File: config.mk
export PLATFORM = sky130hd
export DESIGN_NAME = wmf_fifo
export DESIGN_NICKNAME = d
export VERILOG_FILES = /design/src/rtl/wmf_pkg.sv /design/src/rtl/wmf_fifo.sv
export SDC_FILE = /design/constraint.sdc
export NUM_CORES = 1
export LEC_CHECK = 0
export BUFFER_PORTS_ARGS = -buffer_cell sky130_fd_sc_hd__buf_4
export CORE_ASPECT_RATIO = 1.75
export CORE_MARGIN = 8
export CORE_UTILIZATION = 52
export CTS_CLUSTER_DIAMETER = 30
export DETAILED_ROUTE_END_ITERATION = 16
export PLACE_DENSITY = 0.79
export SKIP_CTS_REPAIR_TIMING = 1
export SYNTH_ARGS = -nofsm -noshare
export SYNTH_HDL_FRONTEND = slang
export SYNTH_SLANG_ARGS = --single-unit
File: constraint.sdc
create_clock -name i_clk -period 5.5 [get_ports i_clk]
set_input_delay 0.55 -clock i_clk [delete_from_list [all_inputs] [get_ports i_clk]]
set_output_delay 0.55 -clock i_clk [all_outputs]
set_load 0.02 [all_outputs]
File: src/rtl/wmf_pkg.sv
`timescale 1ns / 1ps
// ---------------------------------------------------------------------------
// wmf_pkg: shared types and constants of the window mode filter
// Request layout between front and back, state encoding, intensity weights.
// ---------------------------------------------------------------------------
package wmf_pkg;

    localparam int LANES    = 4;
    localparam int BINS     = 256;
    localparam int BIN_BITS = 8;

    localparam logic [15:0] W_RED   = 16'd77;
    localparam logic [15:0] W_GREEN = 16'd150;
    localparam logic [15:0] W_BLUE  = 16'd29;

    localparam logic [2:0] INTENSITY_MIN_CHANS = 3'd3;

    typedef enum logic {
        CFG_MODE      = 1'b0,
        CFG_CHAN_CNT  = 1'b1
    } t_cfg_idx;

    // classified request as the back end consumes it
    typedef struct packed {
        logic [LANES-1:0][BIN_BITS-1:0] bin;      // histogram address per bank
        logic [LANES-1:0][7:0]          px;       // channel bytes, unused ones zeroed
        logic [LANES-1:0]               bank_en;  // banks that count this pixel
        logic [LANES-1:0]               chan_en;  // channels returned
        logic                           intensity;
        logic                           last;
    } t_item;

    typedef enum logic [1:0] {
        S_CLEAR,
        S_IDLE,
        S_UPDATE,
        S_EMIT
    } t_back_state;

    typedef struct packed {
        logic clearing;
        logic emitting;
    } t_back_stat;

endpackage

File: src/rtl/wmf_fifo.sv
`timescale 1ns / 1ps
// ---------------------------------------------------------------------------
// wmf_fifo: two-entry request queue
// Decouples classification from the histogram update.
// ---------------------------------------------------------------------------
module wmf_fifo import wmf_pkg::*; (
    input  logic  i_clk,
    input  logic  i_rst_n,
    input  logic  i_push,
    input  t_item i_item,
    input  logic  i_pop,
    output t_item o_item,
    output logic  o_full,
    output logic  o_empty
);
    t_item      r_mem [2];
    logic       r_wp;
    logic       r_rp;
    logic [1:0] r_cnt;

    always_ff @(posedge i_clk) begin
        if (!i_rst_n) begin
            r_wp  <= 1'b0;
            r_rp  <= 1'b0;
            r_cnt <= 2'd0;
        end else begin
            if (i_push) begin
                r_wp <= ~r_wp;
            end
            if (i_pop) begin
                r_rp <= ~r_rp;
            end
            r_cnt <= r_cnt + 2'(i_push) - 2'(i_pop);
        end
    end

    always_ff @(posedge i_clk) begin
        if (i_push) begin
            r_mem[r_wp] <= i_item;
        end
    end

    assign o_item  = r_mem[r_rp];
    assign o_full  = (r_cnt == 2'd2);
    assign o_empty = (r_cnt == 2'd0);
endmodule

Word level (Yosys, flattened, before mapping):

Memories as Yosys holds them, arrays and structs flattened. A register that Yosys moved wholly into a read port is not among the register bits.
Index checks and enable logic that the tools add are counted.

* flip-flop bits (word level): 4
* RAM bits: 148
* bits of input ports: 78
* word-level logic and storage cells: 14
* memories: 1

Memory list
* r_mem: words 2, width 74, read ports 1, clocked after memory_dff 1, write ports 1, RTL line wmf_fifo.sv:16 `t_item r_mem [2];`

* $add $sub $neg: 2
* equality and inequality tests: 1
* mux-type cells: 4
* bitwise logic cells: 2
* reduce and logical (&&, ||, !) cells: 1

Operator list (count)
* $mux W1: 4
* $add A2 B1 Y2: 1
* $eq A2 B2 Y1 const B: 1
* $logic_not A2 Y1: 1
* $not A1 Y1: 2
* $sub A2 B1 Y2: 1

Depth between registers and ports, before layout:

* depth in word-level cells: 3
* gate-level depth with buffers: 6
* gate-level depth less buffers: 6

Worst setup path before layout:

OpenSTA, ideal clock, no wires.

* path kind: input to register
* start: in i_push
* end: mem r_mem[0][0] in the netlist's numbering (enable)
* library setup time: 516 ps
* data arrival time: 3823 ps
* required time: 4984 ps
* setup slack: 1161 ps
* stages on the path: 1
* cells stage by stage: nor2b_1

* longest elaborated chain between the ends: 2

Ends and longest elaborated chain
* from (decl): RTL line wmf_fifo.sv:9 `input logic i_push,`
* $mux W1: RTL line wmf_fifo.sv:38 `if (i_push) begin`
* $mux W1 (not written as such): RTL line wmf_fifo.sv:39 `r_mem[r_wp] <= i_item;`
* to (decl): RTL line wmf_fifo.sv:16

Every way passes these cells.

==> flow_summary.json <==
{
  "status": "finished, final reports clean",
  "vias_per_cell": 5.02,
  "io-pin-count": 154,
  "place_congestion": 0.754,
  "start_util_pct": 52.6,
  "slew_viol_final": 0,
  "port_buffers": 153,
  "wire_per_inst_um": 19.8,
  "tns_ns": 0,
  "die_y_um": 156,
  "worst_clock_skew_ns": 0.00570,
  "cp_max_fo": 47,
  "syn_avg_cell_area_um2": 23.2,
  "yosysWarningCount": 0,
  "grt_pass1_wl_mm": 16.4,
  "p_leak_nw": 3.02,
  "final_common_cell": "buf_4",
  "rows": 51,
  "synth_top_area_share_pct": 76.5,
  "maxCapViolations": 0,
  "cts_sinks": 153,
  "worstPathArrival_ns": 2.43,
  "hold_viol_final": 0,
  "antenna_found_initial": 0,
  "required_ns": 4.95,
  "n_fill_cell": 715,
  "hp-class": "input port to flip-flop",
  "grt_pass1_vias": 3180,
  "design_area_um2": 7610,
  "cts_tree": "done",
  "power_density_nw_per_um2": 368,
  "utilization_pct": 68.9,
  "drt_first_pass_iters": 5,
  "tightest_slew_ns": 1.08,
  "synthDistinctLibCells": 14,
  "num_vias": 2817,
  "syn_nets": 331,
  "fmax_mhz": 336,
  "yosys.area.top_type": "edfxtp_1",
  "grt-ovfl-total": 0,
  "vdd_drop_max_uv": 277,
  "startpoint_type": "flip-flop",
  "fp.dieW_um": 95.9,
  "clock_latency_ns": 0.40,
  "slew_headroom_pct": 27.7,
  "drive_above_1_share_pct": 61.1,
  "synth_cells": 251,
  "dp_hpwl_mm": 7.77,
  "syn_to_final_growth_pct": 30.9,
  "period_minus_slack_ns": 2.98,
  "placed_cell_area_um2": 7070,
  "antenna_left": 0,
  "multi_input_area_um2": 1190,
  "drt-initial-drc-count": 131,
  "synth_area_leaders": "edfxtp_1, mux2_4, mux2_2",
  "cts_root_buf": "clkbuf_16",
  "die_area_um2": 14900,
  "grt_max_degree": 75,
  "h-tree-depth": 4,
  "hold_slack_ns": 0.326,
  "cts.path.max_buffers": 2,
  "drt_drc_violations_left": 0,
  "cts_buffers": 17,
  "diodes": 0,
  "synth_seq_cells": 153,
  "wl_mm": 11.1,
  "power_mw": 2.80,
  "grt_setup_unrepaired": "false",
  "final_cell_mix": "buf_4, edfxtp_1, mux2_4",
  "path_class": "flip-flop to output port",
  "track_usage_pct": 15.1,
  "netlist_area_um2": 5810,
  "seqCellArea_um2": 4550,
  "setup_viol": 0,
  "fin_nets": 497,
  "synth-seq-area-share_pct": 78.2,
  "finalCritPeriodShare_pct": 54.1,
  "coreArea_um2": 11000,
  "clk_pin_slew_ns": 0.06,
  "cp-end-kind": "output port"
}
[worst max-delay path, cell delays in order, from the launching register on]
cell	delay, ns
dfxtp_4	0.64
buf_4	0.73
mux2_2	0.43
buf_4	0.16
[cell usage after synthesis]
library cell,instances
mux2_4,60
inv_1,2
xor2_1,1
nor2_1,1
and2_1,4
o21a_1,1
nor2b_1,4
dfxtp_1,5
edfxtp_1,148
mux2_2,14
buf_2,1
ha_1,2
xnor3_1,1
buf_6,7
[state kept, by name, indices dropped and copies added (netlist names), named ones only]
name / cells
r_mem: 148
r_cnt: 2
r_rp: 1
r_wp: 1
[per-layer routing]
layer	up-vias	track usage (%)	part of all wire, %
li1	1317	-	-
met1	1374	14.0	33
met2	103	27.7	57
met3	23	4.96	6.8
met4	0	8.25	3.1
met5	-	0	0
[layout make-up]
type                            instances  area share, %
Timing Repair Buffer                  155           15.3
Sequential cell                       153           59.8
Clock inverter                         14           1.45
Multi-Input combinational cell         88           15.6
Inverter                                2         0.0987
Tap cell                              132           2.17
Clock buffer                           17           5.59
[kinds of logic (layout without fill, tap and decap cells)]
kind of cell	count (synthesis)	in the layout	share of synthesized area [%]
flip-flops	153	153	78.2
multiplexers	74	74	18.2
buffers and inverters	10	188	1.57
AND/OR/NAND/NOR	9	9	0.926
adder cells (fa/ha/maj)	2	2	0.431
XOR/XNOR	2	2	0.538
AO/OA/AOI/OAI	1	1	0.129
[power breakdown]
| part | internal (mW) | switching, mW | total, mW |
|---|---|---|---|
| clock | 0.612 | 0.420 | 1.03 |
| sequential | 1.35 | 0.0265 | 1.38 |
| combinational | 0.205 | 0.188 | 0.393 |
[worst paths after layout]
kind	start	to	slack (ns)	cells after the start
max	flip-flop	o_item[0]	2.52	3
min reg2reg	r_rp$_SDFFE_PN0P_	flip-flop	0.57	2
min	i_item[23]	r_mem[0][23]$_DFFE_PP_	0.33	1
max reg2reg	r_wp$_SDFFE_PN0P_	r_mem[0][22]$_DFFE_PP_	3.34	2
[through the flow]
| stage | setup slack [ns] | std cells |
|---|---|---|
| after floorplan | 1.16 | 251 |
| after global placement | 2.95 | 530 |
| after detailed placement | 2.93 | 530 |
| after CTS | 2.49 | 561 |
| after global routing | 2.40 | 561 |
| final | 2.52 | 561 |
No activity file was read; power rests on OpenSTA's default activity.
