--- src/rtl/wmf_pkg.sv ---
`timescale 1ns / 1ps
// ---------------------------------------------------------------------------
// wmf_pkg: shared types and constants of the window mode filter
// Request layout between front and back, state encoding, intensity weights.
// ---------------------------------------------------------------------------
package wmf_pkg;

    localparam int LANES    = 4;
    localparam int BINS     = 256;
    localparam int BIN_BITS = 8;

    localparam logic [15:0] W_RED   = 16'd77;
    localparam logic [15:0] W_GREEN = 16'd150;
    localparam logic [15:0] W_BLUE  = 16'd29;

    localparam logic [2:0] INTENSITY_MIN_CHANS = 3'd3;

    typedef enum logic {
        CFG_MODE      = 1'b0,
        CFG_CHAN_CNT  = 1'b1
    } t_cfg_idx;

    // classified request as the back end consumes it
    typedef struct packed {
        logic [LANES-1:0][BIN_BITS-1:0] bin;      // histogram address per bank
        logic [LANES-1:0][7:0]          px;       // channel bytes, unused ones zeroed
        logic [LANES-1:0]               bank_en;  // banks that count this pixel
        logic [LANES-1:0]               chan_en;  // channels returned
        logic                           intensity;
        logic                           last;
    } t_item;

    typedef enum logic [1:0] {
        S_CLEAR,
        S_IDLE,
        S_UPDATE,
        S_EMIT
    } t_back_state;

    typedef struct packed {
        logic clearing;
        logic emitting;
    } t_back_stat;

endpackage

--- src/rtl/wmf_if.sv ---
`timescale 1ns / 1ps
// ---------------------------------------------------------------------------
// wmf_in_if / wmf_out_if: pixel and result channels
// Valid/ready handshake with the channel payload.
// ---------------------------------------------------------------------------
interface wmf_in_if;
    logic       valid;
    logic       ready;
    logic [7:0] chan_0;
    logic [7:0] chan_1;
    logic [7:0] chan_2;
    logic [7:0] chan_3;
    logic       window_end;

    modport source (output valid, chan_0, chan_1, chan_2, chan_3, window_end, input ready);
    modport sink   (input valid, chan_0, chan_1, chan_2, chan_3, window_end, output ready);
endinterface


--- src/rtl/wmf_front.sv ---
`timescale 1ns / 1ps
// ---------------------------------------------------------------------------
// wmf_front: pixel intake and classification
// Holds the settings, works out bins, bank and channel masks per pixel.
// ---------------------------------------------------------------------------
module wmf_front import wmf_pkg::*; #(
    parameter int MAX_CHANNELS = 4
) (
    input  logic       i_clk,
    input  logic       i_rst_n,
    input  logic       i_cfg_we,
    input  logic [0:0] i_cfg_index,
    input  logic [2:0] i_cfg_data,
    wmf_in_if.sink     s_in,
    input  logic       i_q_full,
    output logic       o_push,
    output t_item      o_item
);
    localparam logic [2:0] MAX_N = 3'(MAX_CHANNELS);

    logic       r_mode;
    logic [2:0] r_chan_cnt;
    logic [2:0] n_used;
    logic [15:0] sum;
    logic [LANES-1:0][7:0] px;
    logic [LANES-1:0] chan_en;
    logic intensity;

    always_ff @(posedge i_clk) begin
        if (!i_rst_n) begin
            r_mode     <= 1'b0;
            r_chan_cnt <= 3'd3;
        end else if (i_cfg_we) begin
            unique case (t_cfg_idx'(i_cfg_index))
                CFG_MODE:     r_mode     <= i_cfg_data[0];
                CFG_CHAN_CNT: r_chan_cnt <= i_cfg_data;
                default:      ;
            endcase
        end
    end

    always_comb begin
        n_used = (r_chan_cnt == 3'd0) ? 3'd1 : r_chan_cnt;
        if (n_used > MAX_N) begin
            n_used = MAX_N;
        end
        intensity = r_mode && (n_used >= INTENSITY_MIN_CHANS);
        px[0] = s_in.chan_0;
        px[1] = s_in.chan_1;
        px[2] = s_in.chan_2;
        px[3] = s_in.chan_3;
        for (int b = 0; b < LANES; b++) begin
            chan_en[b] = (3'(b) < n_used);
        end
        sum = W_RED * 16'(px[0]) + W_GREEN * 16'(px[1]) + W_BLUE * 16'(px[2]);

        for (int b = 0; b < LANES; b++) begin
            o_item.px[b]  = chan_en[b] ? px[b] : 8'd0;
            o_item.bin[b] = px[b];
        end
        if (intensity) begin
            o_item.bin[0] = sum[15:8];
        end
        o_item.bank_en   = intensity ? 4'b0001 : chan_en;
        o_item.chan_en   = chan_en;
        o_item.intensity = intensity;
        o_item.last      = s_in.window_end;
    end

    assign s_in.ready = !i_q_full;
    assign o_push     = s_in.valid && !i_q_full;
endmodule

--- src/flat_wrapper.sv ---
// flat-port wrapper written by rule: the top's interface ports become plain ports
module wmf_front_flat import wmf_pkg::*;
#(
    parameter int MAX_CHANNELS = 4
)
  (i_clk, i_rst_n, i_cfg_we, i_cfg_index, i_cfg_data, i_q_full, o_push, o_item, s_in_valid, s_in_chan_0, s_in_chan_1, s_in_chan_2, s_in_chan_3, s_in_window_end, s_in_ready);
  wmf_in_if s_in_i ();
  input  logic i_clk;
  input  logic i_rst_n;
  input  logic i_cfg_we;
  input  logic [0:0] i_cfg_index;
  input  logic [2:0] i_cfg_data;
  input  logic i_q_full;
  output logic o_push;
  output t_item o_item;
  input wire logic [$bits(s_in_i.valid)-1:0] s_in_valid;
  input wire logic [$bits(s_in_i.chan_0)-1:0] s_in_chan_0;
  input wire logic [$bits(s_in_i.chan_1)-1:0] s_in_chan_1;
  input wire logic [$bits(s_in_i.chan_2)-1:0] s_in_chan_2;
  input wire logic [$bits(s_in_i.chan_3)-1:0] s_in_chan_3;
  input wire logic [$bits(s_in_i.window_end)-1:0] s_in_window_end;
  output wire logic [$bits(s_in_i.ready)-1:0] s_in_ready;
  assign s_in_i.valid = s_in_valid;
  assign s_in_i.chan_0 = s_in_chan_0;
  assign s_in_i.chan_1 = s_in_chan_1;
  assign s_in_i.chan_2 = s_in_chan_2;
  assign s_in_i.chan_3 = s_in_chan_3;
  assign s_in_i.window_end = s_in_window_end;
  assign s_in_ready = s_in_i.ready;
  wmf_front #(.MAX_CHANNELS(MAX_CHANNELS)) u_core (.i_clk(i_clk), .i_rst_n(i_rst_n), .i_cfg_we(i_cfg_we), .i_cfg_index(i_cfg_index), .i_cfg_data(i_cfg_data), .s_in(s_in_i), .i_q_full(i_q_full), .o_push(o_push), .o_item(o_item));
endmodule
--- config.mk ---
export PLATFORM = sky130hd
export DESIGN_NAME = wmf_front_flat
export DESIGN_NICKNAME = d
export VERILOG_FILES = /design/src/rtl/wmf_pkg.sv /design/src/rtl/wmf_if.sv /design/src/rtl/wmf_front.sv /design/src/flat_wrapper.sv
export SDC_FILE = /design/constraint.sdc
export NUM_CORES = 1
export LEC_CHECK = 0
export BUFFER_PORTS_ARGS = -buffer_cell sky130_fd_sc_hd__buf_4
export CAP_MARGIN = 20
export CORE_MARGIN = 8
export CORE_UTILIZATION = 48
export CTS_BUF_LIST = sky130_fd_sc_hd__clkbuf_8
export DETAILED_ROUTE_END_ITERATION = 7
export PLACE_DENSITY = 0.87
export REMOVE_ABC_BUFFERS = 1
export SYNTH_ARGS = -nofsm -noshare
export SYNTH_HDL_FRONTEND = slang
export SYNTH_SLANG_ARGS = --single-unit
--- constraint.sdc ---
create_clock -name i_clk -period 22.6 [get_ports i_clk]
set_input_delay 5.65 -clock i_clk [delete_from_list [all_inputs] [get_ports i_clk]]
set_output_delay 5.65 -clock i_clk [all_outputs]
set_load 0.05 [all_outputs]
* Word level (Yosys, flattened, before mapping)
Cells that the tools add are included.
Widths: inputs -> output; s select.
** Word-level totals
- Output and inout port bits :: 76
- Word-level logic and storage cells :: 28
- Flip-flop bits (word level) :: 4
- Input port bits :: 42
** Operators by class
- Bitwise operators :: 1
- Reduce and logical (&&, ||, !) cells :: 6
- Add/sub/neg operators :: 2
- Multiply operators :: 3
- Order comparisons :: 6
- Muxes and demuxes :: 8
** Operator list (number)
- $mux 8 :: 5
- $mul 7x8->15 const A :: 2
- $add 15x16->16 :: 1
- $add 16x13->16 :: 1
- $mul 5x8->13 const A :: 1
- $lt 1x3->1 const A :: 2
- $lt 2x3->1 const A :: 2
- $mux 3 :: 2
- $mux 4 :: 1
- $reduce_and 2->1 :: 2
- $ge 3x2->1 const B :: 1
- $gt 3x3->1 const B :: 1
- $logic_not 3->1 :: 1
- $logic_and 1x1->1 :: 2
- $logic_not 1->1 :: 1
- $not 1->1 :: 1

* Logic depth before layout (Yosys ltp)
- Word-level depth :: 7
- Mapped depth :: 25
- Mapped depth without buffers :: 25

* Worst setup path after synthesis
No wires, ideal clock.
- Path kind :: input -> output
- Start point :: input port s_in_chan_1[4]
- End point :: output port o_item[47] (netlist name)
- Stages :: 21
- Data arrival time :: 12.149 ns
- Buffers on the path :: 0
- Setup slack :: 4.801 ns
- Required time :: 16.950 ns
- Path through :: ha_1 -> ha_1 -> inv_1 -> fa_1 -> fa_1 -> inv_1 -> ha_1 -> xnor2_1 -> fa_1 -> fa_1 -> inv_1 -> fa_1 -> fa_1 -> inv_1 -> ha_1 -> a21o_1 -> a21oi_1 -> o21ai_0 -> o41ai_1 -> xor2_1 -> o21ai_0
** RTL lines
- from (decl) :: RTL line flat_wrapper.sv:18 : input wire logic [$bits(s_in_i.chan_1)-1:0] s_in_chan_1;
- to (decl) :: RTL line flat_wrapper.sv:15 : output t_item o_item;

==> impl_metrics.env <==
export IMPL_drc_errors=0
export IMPL_io_pin_count=118
export IMPL_worst_pin_slew_ns=0.742
export IMPL_max_freq_mhz=57.0
export IMPL_cts_max_level=1
export IMPL_start_util_pct=49.3
export IMPL_critPathRequiredTime_ns=16.95
export IMPL_vias_per_cell=4.99
export IMPL_crit_path_end_kind="output port"
export IMPL_die_h_um=105
export IMPL_power_per_cell_area_nw_per_um2=162
export IMPL_track_usage_pct=16.3
export IMPL_layout_commonest_cell="buf_4"
export IMPL_synth_compound_area_share_pct=10.4
export IMPL_path_clk_slew_ns=0.03
export IMPL_path_max_fanout=6
export IMPL_maxCapViolations=0
export IMPL_finalCritPeriodShare_pct=77.7
export IMPL_fin_util_pct=59.2
export IMPL_synth_top_family_by_area="adder cells"
export IMPL_cts_buffers_inserted=3
export IMPL_netlist_instances=428
export IMPL_yosysSeqAreaShare_pct=2.11
export IMPL_setup_worst_path_start_class="input pin"
export IMPL_drt_iter0_drc=150
export IMPL_root_buffer="clkbuf_8"
export IMPL_peakVddDrop_v=0.000254
export IMPL_hold_path_class="reg2reg"
export IMPL_area_delta_synth_final_pct=20.2
export IMPL_die_area_um2=11000
export IMPL_yosys_area_share_adder_pct=56.8
export IMPL_synth_flop_cell="dfxtp_1"
export IMPL_yosys_mux_area_fraction_pct=0.264
export IMPL_diodes=0
export IMPL_clkLatencyLatePin_ns=0.22
export IMPL_hold_viol=0
export IMPL_drtPass1Iterations=4
export IMPL_crit_arrival_ns=11.91
export IMPL_dp_hpwl_um=7940
export IMPL_grt_pass1_wl_um=15200
export IMPL_port_buffers=113
export IMPL_gr_total_overflow=0
export IMPL_syn_area_per_cell_um2=8.85
export IMPL_clock_skew_ns=0
export IMPL_post_route_min_period_ns=17.56
export IMPL_synthXorXnorAreaFrac_pct=3.47
export IMPL_drt_wirelength_per_cell_um=14.6
export IMPL_async_flop_share_pct=0
export IMPL_fp_dieW_um=105
export IMPL_final_cell_mix="buf_4, inv_1, ha_1"
export IMPL_outcome="completed"
export IMPL_ant_nets=0
export IMPL_synth_edf_count=0
export IMPL_rows=32
export IMPL_core_area_um2=7690
export IMPL_ys_types=42
export IMPL_fin_tns_setup_ns=0
export IMPL_clock_sinks=4
export IMPL_rsz0062_at_grt="no"
export IMPL_grt_max_degree=18
export IMPL_drive_gt1_share_pct=23.9
export IMPL_use_met3_pct=2.09
export IMPL_vias=3035
export IMPL_slew_headroom_pct=50.3
export IMPL_grtUsageMet2_pct=31.3
export IMPL_grt_busiest_layer="met2"
export IMPL_hold_buffers=0
export IMPL_routed_wl_um=8850
export IMPL_finalSetupViolCount=0
export IMPL_antenna_found_initial=0
export IMPL_cts_tree="yes"
export IMPL_ys_ff_latch=4
export IMPL_total_leakage_power_nw=2.54
export IMPL_place_congestion=0.962
export IMPL_globalRouteMet1Util_pct=19.0
export IMPL_ctsResizeCount=0
export IMPL_worstSetupPathType="in2out"
export IMPL_grt_pass1_vias=3309
export IMPL_yosys_area_share_simple_pct=10.9
export IMPL_netlist_area_um2=3790
export IMPL_ys_warn_count=0
export IMPL_fin_total_pwr_mw=0.737
export IMPL_slew_viol_final=0
export IMPL_clk_path_buf_depth=2
export IMPL_cts_setup_buffers=0
export IMPL_final_nets=689
==> cells in the mapped netlist, types with 6 or more instances <==
cell / n / area share (%)
nor2b_1: 10 / 1.7
nand3_1: 8 / 1.1
and2_1: 17 / 2.8
inv_1: 93 / 9.2
nand2_1: 15 / 1.5
a21o_1: 8 / 1.6
buf_4: 28 / 5.5
o21ai_0: 12 / 1.6
xor2_1: 6 / 1.4
nor2_1: 17 / 1.7
clkbuf_1: 10 / 0.99
a21oi_1: 9 / 1.2
xnor2_1: 9 / 2.1
fa_1: 55 / 29
o21a_1: 11 / 2.2
ha_1: 84 / 28
==> kinds of logic (layout without fill, tap and decap cells) <==
| kind of cell | after synthesis | after routing |
|---|---|---|
| muxes | 1 | 1 |
| adders and majority gates | 139 | 139 |
| xor gates and xnor gates | 15 | 15 |
| buffers and inverters | 132 | 209 |
| and+or+nand+nor | 79 | 79 |
| DFF | 4 | 4 |
| other | 1 | 2 |
| AOI/OAI and AO/OA | 57 | 57 |
==> power breakdown <==
| group | switching [mW] | total (mW) | internal, mW | leakage [nW] |
|---|---|---|---|---|
| Sequential | 0.000516 | 0.00804 | 0.00753 | 0.0329 |
| Combinational | 0.411 | 0.714 | 0.303 | 2.49 |
| Clock | 0.00391 | 0.0153 | 0.0114 | 0.0216 |
==> path summary, 6_finish.rpt <==
check | cells past startpoint | start | slack [ns] | end
worst min-delay path | 2 | u_core.r_chan_cnt[0] | 0.48 | u_core.r_chan_cnt[0]
worst max register to register | 2 | u_core.r_chan_cnt[2] | 21.72 | u_core.r_chan_cnt[2]
worst min register to register | 2 | u_core.r_chan_cnt[0] | 0.48 | u_core.r_chan_cnt[0]
worst max-delay path | 22 | s_in_chan_1[4] | 5.04 | o_item[49]
==> metal layers <==
layer	vias to the layer above	share of wire, %	wire length, um
met2	63	55	4880
met4	0	1.5	129
met5	-	0	0
met3	10	4.0	358
met1	1462	39	3490
li1	1500	-	-
==> state kept, by name (all words and copies together), names as in the netlist <==
name	flops
u_core.r_chan_cnt	3
u_core.r_mode	1
==> cell type report <==
class / instances / area, um^2
Fill cell: 666 / 3130
Multi-Input combinational cell: 293 / 3110
Timing Repair Buffer: 113 / 848
Inverter: 93 / 349
Tap cell: 102 / 128
Sequential cell: 4 / 80.1
Clock buffer: 3 / 41.3
==> per-stage QoR <==
step                      setup WS [ns]  hold WS, ns  instances  cell area (um^2)
final                              5.04        0.484        608              4550
after global routing               4.77        0.514        608              4550
after CTS                          5.01        0.483        608              4550
after detailed placement           5.03        0.466        605              4510
after global placement             5.11        0.452        605              4510
after floorplan                    4.80        0.439        390              3540
==> critical path, stage by stage <==
cell	delay, ns
buf_4	0.14
ha_1	0.29
ha_1	0.27
inv_1	0.05
fa_1	0.49
fa_1	0.52
inv_1	0.04
ha_1	0.33
xnor2_1	0.21
fa_1	0.46
fa_1	0.51
inv_1	0.05
fa_1	0.47
fa_1	0.55
inv_1	0.04
ha_1	0.36
o211ai_1	0.14
or4_4	0.55
and4_4	0.20
o21a_1	0.17
o31ai_2	0.17
buf_4	0.23
No activity file was read; power rests on OpenSTA's default activity.
